### src/flrq_pkg.sv
// package for the fair reentrant lock queue: field widths and status codes
`timescale 1ns / 1ps
`default_nettype none
package flrq_pkg;

  // requester id width
  localparam int ID_W = 4;

  // result status field
  localparam int STATUS_W = 3;
  localparam logic [STATUS_W-1:0] ST_GRANTED   = 3'd0;
  localparam logic [STATUS_W-1:0] ST_QUEUED    = 3'd1;
  localparam logic [STATUS_W-1:0] ST_LOWERED   = 3'd2;
  localparam logic [STATUS_W-1:0] ST_RELEASED  = 3'd3;
  localparam logic [STATUS_W-1:0] ST_NOT_OWNER = 3'd4;
  localparam logic [STATUS_W-1:0] ST_FULL      = 3'd5;
  localparam logic [STATUS_W-1:0] ST_SATURATED = 3'd6;

  // request commands
  localparam logic CMD_LOCK   = 1'b0;
  localparam logic CMD_UNLOCK = 1'b1;

  // result field widths
  localparam int DEPTH_W = 16;
  localparam int QCOUNT_W = 5;

  // stream widths
  localparam int IN_W  = 8;
  localparam int OUT_W = 40;

endpackage
`default_nettype wire

### src/fair_reentrant_lock_queue_top.sv
// top level of the fair reentrant lock queue
`timescale 1ns / 1ps
`default_nettype none
// Fair reentrant lock unit. Each input item is a lock or unlock request from
// a requester id; each produces exactly one result item with a status, the
// owner after the request, its hold depth, any waiter that was just granted
// the lock, and the queue occupancy. Waiting ids live in a ring memory whose
// head entry is the owner; the owner id is also kept in a register. Most
// requests are evaluated combinationally into the output register: a new item
// is accepted whenever the sequencer is idle and the output register is empty
// or being drained. An unlock that hands the lock to the next waiter passes
// through the wake state, since the new owner's id is read from the ring
// memory's registered read port. No clearing pass is needed after reset.
module fair_reentrant_lock_queue_top
  import flrq_pkg::*;
#(
  parameter int              QUEUE_DEPTH = 16,
  parameter longint unsigned MAX_HOLD    = 65535
) (
  input  wire logic             clk,
  input  wire logic             rst,
  input  wire logic             s_axis_tvalid,
  output logic                  s_axis_tready,
  // [0] cmd, [4:1] requester, [7:5] zero
  input  wire logic [IN_W-1:0]  s_axis_tdata,
  output logic                  m_axis_tvalid,
  input  wire logic             m_axis_tready,
  // [2:0] status, [3] owner_valid, [7:4] owner_id, [23:8] depth,
  // [24] woken_valid, [28:25] woken_id, [33:29] queue_count, [39:34] zero
  output logic      [OUT_W-1:0] m_axis_tdata
);

  localparam int PTR_W  = $clog2(QUEUE_DEPTH);
  localparam int CNT_W  = $clog2(QUEUE_DEPTH + 1);
  localparam int HOLD_W = $clog2(MAX_HOLD + 64'd1);

  localparam logic [PTR_W-1:0]  PTR_LAST = PTR_W'(QUEUE_DEPTH - 1);
  localparam logic [CNT_W-1:0]  CNT_FULL = CNT_W'(QUEUE_DEPTH);
  localparam logic [HOLD_W-1:0] HOLD_MAX = HOLD_W'(MAX_HOLD);
  localparam logic [HOLD_W-1:0] HOLD_ONE = HOLD_W'(1);

  // sequencer states
  localparam logic S_IDLE = 1'b0;
  localparam logic S_WAKE = 1'b1;

  logic              state, state_next;
  logic [PTR_W-1:0]  head, head_next;
  logic [PTR_W-1:0]  tail, tail_next;
  logic [CNT_W-1:0]  count, count_next;
  logic [HOLD_W-1:0] hold, hold_next;
  logic [ID_W-1:0]   owner, owner_next;
  logic              out_valid, out_valid_next;
  logic [OUT_W-1:0]  out_data, out_data_next;

  logic              wr_en, rd_en;
  logic [ID_W-1:0]   rd_data;

  logic              in_accept;
  logic              cmd;
  logic [ID_W-1:0]   who;
  logic              is_owner;
  logic [PTR_W-1:0]  head_inc, tail_inc;
  logic [STATUS_W-1:0] status;
  logic              load_out;

  // ring of waiting ids
  flrq_ring #(
    .DEPTH (QUEUE_DEPTH),
    .PTR_W (PTR_W)
  ) u_ring (
    .clk     (clk),
    .wr_en   (wr_en),
    .wr_addr (tail),
    .wr_data (who),
    .rd_en   (rd_en),
    .rd_addr (head_inc),
    .rd_data (rd_data)
  );

  // input handshake and unpacking
  assign s_axis_tready = (state == S_IDLE) && (!out_valid || m_axis_tready);
  assign in_accept     = s_axis_tvalid && s_axis_tready;
  assign cmd           = s_axis_tdata[0];
  assign who           = s_axis_tdata[ID_W:1];
  assign is_owner      = (count != '0) && (owner == who);
  assign head_inc      = (head == PTR_LAST) ? '0 : head + PTR_W'(1);
  assign tail_inc      = (tail == PTR_LAST) ? '0 : tail + PTR_W'(1);

  // request evaluation
  always_comb begin
    state_next     = state;
    head_next      = head;
    tail_next      = tail;
    count_next     = count;
    hold_next      = hold;
    owner_next     = owner;
    out_valid_next = out_valid && !m_axis_tready;
    out_data_next  = out_data;
    wr_en          = 1'b0;
    rd_en          = 1'b0;
    status         = ST_GRANTED;
    load_out       = 1'b0;

    case (state)
      S_IDLE: begin
        if (in_accept) begin
          load_out = 1'b1;
          if (cmd == CMD_LOCK) begin
            if (is_owner) begin
              if (hold == HOLD_MAX) begin
                status = ST_SATURATED;
              end else begin
                hold_next = hold + HOLD_ONE;
                status    = ST_GRANTED;
              end
            end else if (count == CNT_FULL) begin
              status = ST_FULL;
            end else begin
              wr_en      = 1'b1;
              tail_next  = tail_inc;
              count_next = count + CNT_W'(1);
              if (count == '0) begin
                hold_next  = HOLD_ONE;
                owner_next = who;
                status     = ST_GRANTED;
              end else begin
                status = ST_QUEUED;
              end
            end
          end else begin
            if (!is_owner) begin
              status = ST_NOT_OWNER;
            end else if (hold > HOLD_ONE) begin
              hold_next = hold - HOLD_ONE;
              status    = ST_LOWERED;
            end else begin
              head_next  = head_inc;
              count_next = count - CNT_W'(1);
              hold_next  = '0;
              status     = ST_RELEASED;
              if (count != CNT_W'(1)) begin
                // next waiter's id comes back from the ring next cycle
                hold_next  = HOLD_ONE;
                rd_en      = 1'b1;
                load_out   = 1'b0;
                state_next = S_WAKE;
              end
            end
          end
        end
        if (load_out) begin
          out_valid_next = 1'b1;
          out_data_next  = {6'd0,
                            QCOUNT_W'(count_next),
                            {ID_W{1'b0}},
                            1'b0,
                            DEPTH_W'(hold_next),
                            (count_next != '0) ? owner_next : {ID_W{1'b0}},
                            (count_next != '0),
                            status};
        end
      end
      S_WAKE: begin
        // hand the lock to the waiter read from the ring
        owner_next     = rd_data;
        out_valid_next = 1'b1;
        out_data_next  = {6'd0,
                          QCOUNT_W'(count),
                          rd_data,
                          1'b1,
                          DEPTH_W'(hold),
                          rd_data,
                          1'b1,
                          ST_RELEASED};
        state_next     = S_IDLE;
      end
      default: begin
        state_next = S_IDLE;
      end
    endcase
  end

  // control state
  always_ff @(posedge clk) begin
    if (rst) begin
      state     <= S_IDLE;
      head      <= '0;
      tail      <= '0;
      count     <= '0;
      hold      <= '0;
      out_valid <= 1'b0;
    end else begin
      state     <= state_next;
      head      <= head_next;
      tail      <= tail_next;
      count     <= count_next;
      hold      <= hold_next;
      out_valid <= out_valid_next;
    end
  end

  // payload registers
  always_ff @(posedge clk) begin
    owner    <= owner_next;
    out_data <= out_data_next;
  end

  assign m_axis_tvalid = out_valid;
  assign m_axis_tdata  = out_data;

endmodule
`default_nettype wire

### src/flrq_ring.sv
// ring memory of waiting requester ids, one write and one registered read port
`timescale 1ns / 1ps
`default_nettype none
module flrq_ring
  import flrq_pkg::*;
#(
  parameter int DEPTH = 16,
  parameter int PTR_W = 4
) (
  input  wire logic             clk,
  input  wire logic             wr_en,
  input  wire logic [PTR_W-1:0] wr_addr,
  input  wire logic [ID_W-1:0]  wr_data,
  input  wire logic             rd_en,
  input  wire logic [PTR_W-1:0] rd_addr,
  output logic      [ID_W-1:0]  rd_data
);

  logic [ID_W-1:0] mem [DEPTH];

  // write port
  always_ff @(posedge clk) begin
    if (wr_en) begin
      mem[wr_addr] <= wr_data;
    end
  end

  // read port, data registered and valid in the cycle after the address
  always_ff @(posedge clk) begin
    if (rd_en) begin
      rd_data <= mem[rd_addr];
    end
  end

endmodule
`default_nettype wire
### config.mk
export PLATFORM = sky130hd
export DESIGN_NAME = fair_reentrant_lock_queue_top
export DESIGN_NICKNAME = d
export VERILOG_FILES = /design/src/flrq_pkg.sv /design/src/fair_reentrant_lock_queue_top.sv /design/src/flrq_ring.sv
export SDC_FILE = /design/constraint.sdc
export NUM_CORES = 1
export LEC_CHECK = 0
export BUFFER_PORTS_ARGS = -buffer_cell sky130_fd_sc_hd__buf_2
export CORE_ASPECT_RATIO = 1.1
export CORE_MARGIN = 2
export CORE_UTILIZATION = 55
export CTS_CLUSTER_DIAMETER = 40
export CTS_CLUSTER_SIZE = 14
export DETAILED_ROUTE_END_ITERATION = 12
export HOLD_SLACK_MARGIN = 0.12
export MAX_ROUTING_LAYER = met4
export PLACE_DENSITY = 0.74
export SLEW_MARGIN = 10
export SYNTH_ARGS = -nofsm -noshare
export SYNTH_HDL_FRONTEND = slang
export SYNTH_SLANG_ARGS = --single-unit
### constraint.sdc
create_clock -name clk -period 5.8 [get_ports clk]
set_input_delay 0.87 -clock clk [delete_from_list [all_inputs] [get_ports clk]]
set_output_delay 0.87 -clock clk [all_outputs]
set_load 0.1 [all_outputs]
* Word level (Yosys, flattened, before mapping)
Memory sizes are Yosys's and may differ from the RTL's. A register that Yosys moved wholly into a read port is not among the register bits.
Index checks and enable logic that the tools add are counted.
** Cells by class
- Add/sub/neg operators :: 6
- Bitwise logic cells :: 5
- Equal/unequal tests :: 7
- Magnitude comparators :: 1
- Reduce and logical (&&, ||, !) cells :: 12
- Muxes and demuxes :: 57
** Operator list (count)
- $mux W16 :: 8
- $pmux W40 S2 :: 1
- $mux W40 :: 1
- $mux W5 :: 7
- $mux W4 :: 8
- $mux W1 :: 23
- $mux W3 :: 6
- $add A16 B1 Y16 const B :: 1
- $eq A16 B16 Y1 const B :: 1
- $gt A16 B1 Y1 const B :: 1
- $sub A16 B1 Y16 const B :: 1
- $reduce_and A5 Y1 :: 2
- $reduce_bool A5 Y1 :: 2
- $add A4 B1 Y4 const B :: 2
- $eq A4 B4 Y1 const B :: 2
- $pmux W4 S2 :: 1
- $add A5 B1 Y5 const B :: 1
- $eq A5 B5 Y1 const B :: 1
- $logic_not A5 Y1 :: 1
- $ne A5 B1 Y1 const B :: 1
- $not A1 Y1 :: 5
- $sub A5 B1 Y5 const B :: 1
- $eq A4 B4 Y1 :: 1
- $logic_and A1 B1 Y1 :: 4
- 4 further kinds :: 6
** Word-level totals
- Bits of input ports :: 12
- Register bits after elaboration :: 75
- Memory bits (writable) :: 64
- Memories kept :: 1
- Word-level logic and storage cells :: 97
** Memory list
- u_ring.mem :: depth 16, width 4, rd ports 1, clocked after memory_dff 1, wr ports 1, RTL line flrq_ring.sv:19 : logic [ID_W-1:0] mem [DEPTH];

* Logic depth before layout (Yosys ltp)
- Depth after elaboration :: 10
- Mapped depth :: 10
- Gate-level depth less buffers :: 9

* Modules after synthesis
From an unflattened synthesis, not the netlist that was laid out.
** Second synthesis, totals
- Cells, all modules :: 564
- Area, all modules :: 6870.3 um^2
** Modules (own cells, without submodules)
- fair_reentrant_lock_queue_top :: area each 4164.0 um^2, times used 1, cells each 434
- flrq_ring :: area each 2706.3 um^2, times used 1, cells each 130

* Worst setup path after synthesis
No wires, ideal clock.
- Path kind :: flip-flop to output port
- Start point :: register out_valid (netlist: m_axis_tvalid)
- End point :: output port s_axis_tready
- Cell stages (with the launch flop) :: 3
- Data required time :: 4.930 ns
- Setup slack :: 2.694 ns
- Data arrival time :: 2.236 ns
- Cells stage by stage :: dfxtp_1 -> nor2b_1 -> nor2_1
** On the way
- Cells in the longest elaborated chain, start to end :: 3
** RTL lines
- from (decl) :: RTL line fair_reentrant_lock_queue_top.sv:52 : logic out_valid, out_valid_next;
- from (signal assigned) :: RTL line fair_reentrant_lock_queue_top.sv:198 : out_valid <= out_valid_next;
- $logic_not A1 Y1 :: RTL line fair_reentrant_lock_queue_top.sv:81 : assign s_axis_tready = (state == S_IDLE) && (!out_valid || m_axis_tready);
- $logic_or A1 B1 Y1 :: RTL line fair_reentrant_lock_queue_top.sv:81
- $logic_and A1 B1 Y1 :: RTL line fair_reentrant_lock_queue_top.sv:81
- to (decl) :: RTL line fair_reentrant_lock_queue_top.sv:23 : output logic s_axis_tready,
Every way passes these cells.

* Worst setup path after layout
- Start point :: input port s_axis_tdata[3]
- End point :: register out_data[6] (netlist: m_axis_tdata[6]) (data pin)
** On the way
- Cells in the longest elaborated chain, start to end :: 10
- Elaborated cells between the ends (all ways) :: 16
- Classes of those cells :: eq/ne (1); mux (13); reduce/logical (2)
** RTL lines
- from (decl) :: RTL line fair_reentrant_lock_queue_top.sv:25 : input wire logic [IN_W-1:0] s_axis_tdata,
- $eq A4 B4 Y1 :: RTL line fair_reentrant_lock_queue_top.sv:85 : assign is_owner = (count != '0) && (owner == who);
- $logic_and A1 B1 Y1 :: RTL line fair_reentrant_lock_queue_top.sv:85
- $mux W5, on equally long branches :: RTL line fair_reentrant_lock_queue_top.sv:109, fair_reentrant_lock_queue_top.sv:131
- $mux W5 :: RTL line fair_reentrant_lock_queue_top.sv:108 : if (cmd == CMD_LOCK) begin
- $mux W5 :: RTL line fair_reentrant_lock_queue_top.sv:106 : if (in_accept) begin
- $mux W5 :: RTL line fair_reentrant_lock_queue_top.sv:104 : case (state)
- $reduce_bool A5 Y1 :: RTL line fair_reentrant_lock_queue_top.sv:158 : (count_next != '0) ? owner_next : {ID_W{1'b0}},
- $mux W4 * :: RTL line fair_reentrant_lock_queue_top.sv:158
- $mux W40 * :: RTL line fair_reentrant_lock_queue_top.sv:151 : if (load_out) begin
- $pmux W40 S2 * :: RTL line fair_reentrant_lock_queue_top.sv:104
- net out_data_next[6] :: RTL line fair_reentrant_lock_queue_top.sv:53 : logic [OUT_W-1:0] out_data, out_data_next;
- to (signal assigned) :: RTL line fair_reentrant_lock_queue_top.sv:205 : out_data <= out_data_next;
- to (decl) :: RTL line fair_reentrant_lock_queue_top.sv:53
The timed path passes the listed nets; every way through them passes the cells marked *. The select of a mux whose other input is x is not followed.
A chain may end at the register's enable or synchronous reset.

==> impl_metrics.ini <==
[synthesis]
ys_seq_area_frac = 0.567
yosys.area_share.simple = 0.175
syn_area_mm2 = 0.00664
ys_warn_count = 0
synth-xor-area-share = 0.0132
synth-adder-area-share = 0.0207
synth-compound-area-share = 0.111
ys_ff_latch = 137
synthArstFlopShare = 0
synth.avg_cell_area_um2 = 12.2
synth_cell_types = 70
synth_mux_area_frac = 0.0786
synth_cells = 544
synthFlopType = edfxtp_1
synth_top_family_by_area = simple AND/OR/NAND/NOR gates
synth_edf_count = 102

[run]
max_cap_viol_count = 0

[die]
design.core.area_mm2 = 0.0119
rows = 42
start_util = 0.557
io_pins = 54
dieArea_mm2 = 0.0130
die_w_um = 109
fp.dieH_um = 119

[timing]
tns_ns = 0
finalClockSkew_ns = 0.00712
final-hold-violation-count = 0
timing.slew.headroom = 0.349
fin_crit_ns = 3.45
slew_violations = 0
rsz0062_at_grt = no
min_period_over_period = 0.596
setup_viol = 0
setup_ws_ns = 2.35
fmax_mhz = 289
worstMarginPinSlew_ns = 0.968

[cts]
cts_tree = yes
postCtsSetupBuffers = 0
clkSlewWorstSetupHoldPaths_ns = 0.06
hold_buffers = 0
clockRootBuffer = clkbuf_16
clkLatencyLatePin_ns = 0.43
h-tree-depth = 4
cts.sinks = 137
cts_buffers = 17
clock_path_buffers = 2
cts_resized = 0

[critical_path]
cp.required_ns = 5.96
crit_buf_inv = 1
critPathKind = input pin to register
startpoint_type = input pin
arrival_ns = 3.62
critPathTopFamily = simple AND/OR/NAND/NOR gates
max_stage_delay_ns = 0.79
worstPathCellList = buf_2 > xnor2_1 > nand4_2 > nor4_2 > o21a_1 > o221ai_1 > nor4_4 > a21boi_1
slowest_stage = nor4_2
worstPathMaxFanout = 18
end_kind = register

[grt]
grt_use_total = 0.261
grt_max_degree = 35
gr-total-overflow = 0
grt_antenna_before_repair = 0
grt_pass1_wl_um = 24800
grt_pass1_vias = 4757

[detailed_routing]
wl_met2_um = 8280
wire_per_inst_um = 20.4
wl_met1_um = 5840
dr.pass1.iters = 5
wl_um = 15300
drc_errors = 0
routed.top_layer = met4
vias_per_cell = 6.23
met3_length_um = 640
drt_iter0_drc = 251
vias = 4652
drtAntennaViolNets = 0

[placement]
io_buffers = 44
dpl_worst_slack_ns = 1.91
gp_congestion = 0.945
place.detailed.hpwl_um = 10500

[cells_and_area]
finalNetCount = 603
diodes = 0
syn_to_final_growth_pct = 13.2
layout_common_cells = 102 x edfxtp_1, 44 x buf_2, 40 x nand2_1
drive_gt1_frac = 0.207
final_core_util = 0.630
final_common_cell = edfxtp_1

[pwr]
power_switching_mw = 0.777
p_clk_frac = 0.425
p_per_area_mw_per_mm2 = 340
vdd_ir_drop_max_mv = 0.219
p_int_mw = 1.78
finalPower_mw = 2.55
p_leak_nw = 2.72
netSwitchingFraction = 0.304
comb_power_share = 0.141
p_seq_frac = 0.434

[status]
outcome = completed

[worst_hold_path]
hp-class = register to register
## worst paths after layout
| kind | from | to | slack (ns) | depth (start not counted) |
|---|---|---|---|---|
| max | s_axis_tdata[3] | m_axis_tdata[6]$_DFFE_PP_ | 2.35 | 8 |
| min | head[3]$_SDFFE_PP0P_ | head[3]$_SDFFE_PP0P_ | 0.54 | 2 |
| max reg2reg | owner[0]$_DFF_P_ | m_axis_tdata[6]$_DFFE_PP_ | 2.75 | 7 |
| min reg2reg | head[3]$_SDFFE_PP0P_ | head[3]$_SDFFE_PP0P_ | 0.54 | 2 |
## state kept, by name, summed over array words and instances, names as in the netlist, 4 cells and up
name and flops:
u_ring.mem 64, m_axis_tdata 34, hold 16, count 5, head 4, owner 4
tail 4, u_ring.rd_data 4
## area by class of cell
cell class / instances / area, µm²
multi-input cells: 364 / 2670
clock inverters: 15 / 170
repair buffers: 47 / 243
inverters: 13 / 48.8
well taps: 154 / 193
flip-flops and latches: 137 / 3760
fillers: 886 / 4420
clock buffers: 17 / 425
## synthesized netlist by cell type (4+ instances only)
master    count  area, µm²
a211oi_1      7       52.6
a21boi_1      4       30.0
a21oi_1      28        140
a31oi_1       7       43.8
and2_1        9       56.3
and3_1       11       68.8
buf_2        11       55.1
buf_4         6       45.0
clkbuf_1     15       56.3
dfxtp_1      35        701
edfxtp_1    102       3060
ha_1         11        138
inv_1        13       48.8
mux2i_1       6       60.1
mux4_2       20        450
nand2_1      40        150
nand2b_1      6       37.5
nand3_1      21        105
nand4_1      11       68.8
nor2_1       33        124
nor2b_1      15       93.8
nor3_1       15       75.1
nor4_1        6       37.5
o21ai_0      20        100
o22ai_1       6       37.5
or3_1         4       25.0
xnor2_1       8       70.1
## per-layer routing
metal | track usage | up-vias
li1 | - | 2158
met3 | 0.0536 | 36
met5 | - | -
met1 | 0.293 | 2317
met2 | 0.439 | 141
met4 | 0.127 | 0
## cells by family after synthesis
kind of cell / Yosys count
compound gates: 111
xor+xnor: 10
fa+ha+maj: 11
buf+inv: 48
flops: 137
mux: 27
other cells: 1
simple gates: 199
## worst reg2reg max path: stages, from the launching register on
cell and delay (ns):
dfxtp_1 0.33, xnor2_1 0.22, nand4_2 0.52, nor4_2 0.79, o21a_1 0.23, o221ai_1 0.17, nor4_4 0.40, a21boi_1 0.13
## power groups by stage
stage / Clock (mW) / Sequential [mW] / Combinational, mW
after floorplan: 0 / 1.26 / 0.163
after global placement: 0 / 1.13 / 0.355
after detailed placement: 0 / 1.13 / 0.358
after CTS: 1.10 / 1.11 / 0.360
after global routing: 1.14 / 1.11 / 0.380
final: 1.08 / 1.11 / 0.361
## stage by stage
stage          cells  hold slack, ns  instance area, µm²
2_1_floorplan    549           0.480                6660
3_3_place_gp     715           0.503                6920
3_5_place_dp     715           0.518                6920
4_1_cts          747           0.528                7510
5_1_grt          747           0.539                7510
6_report         747           0.540                7510
(Power assumes the default switching activity.)
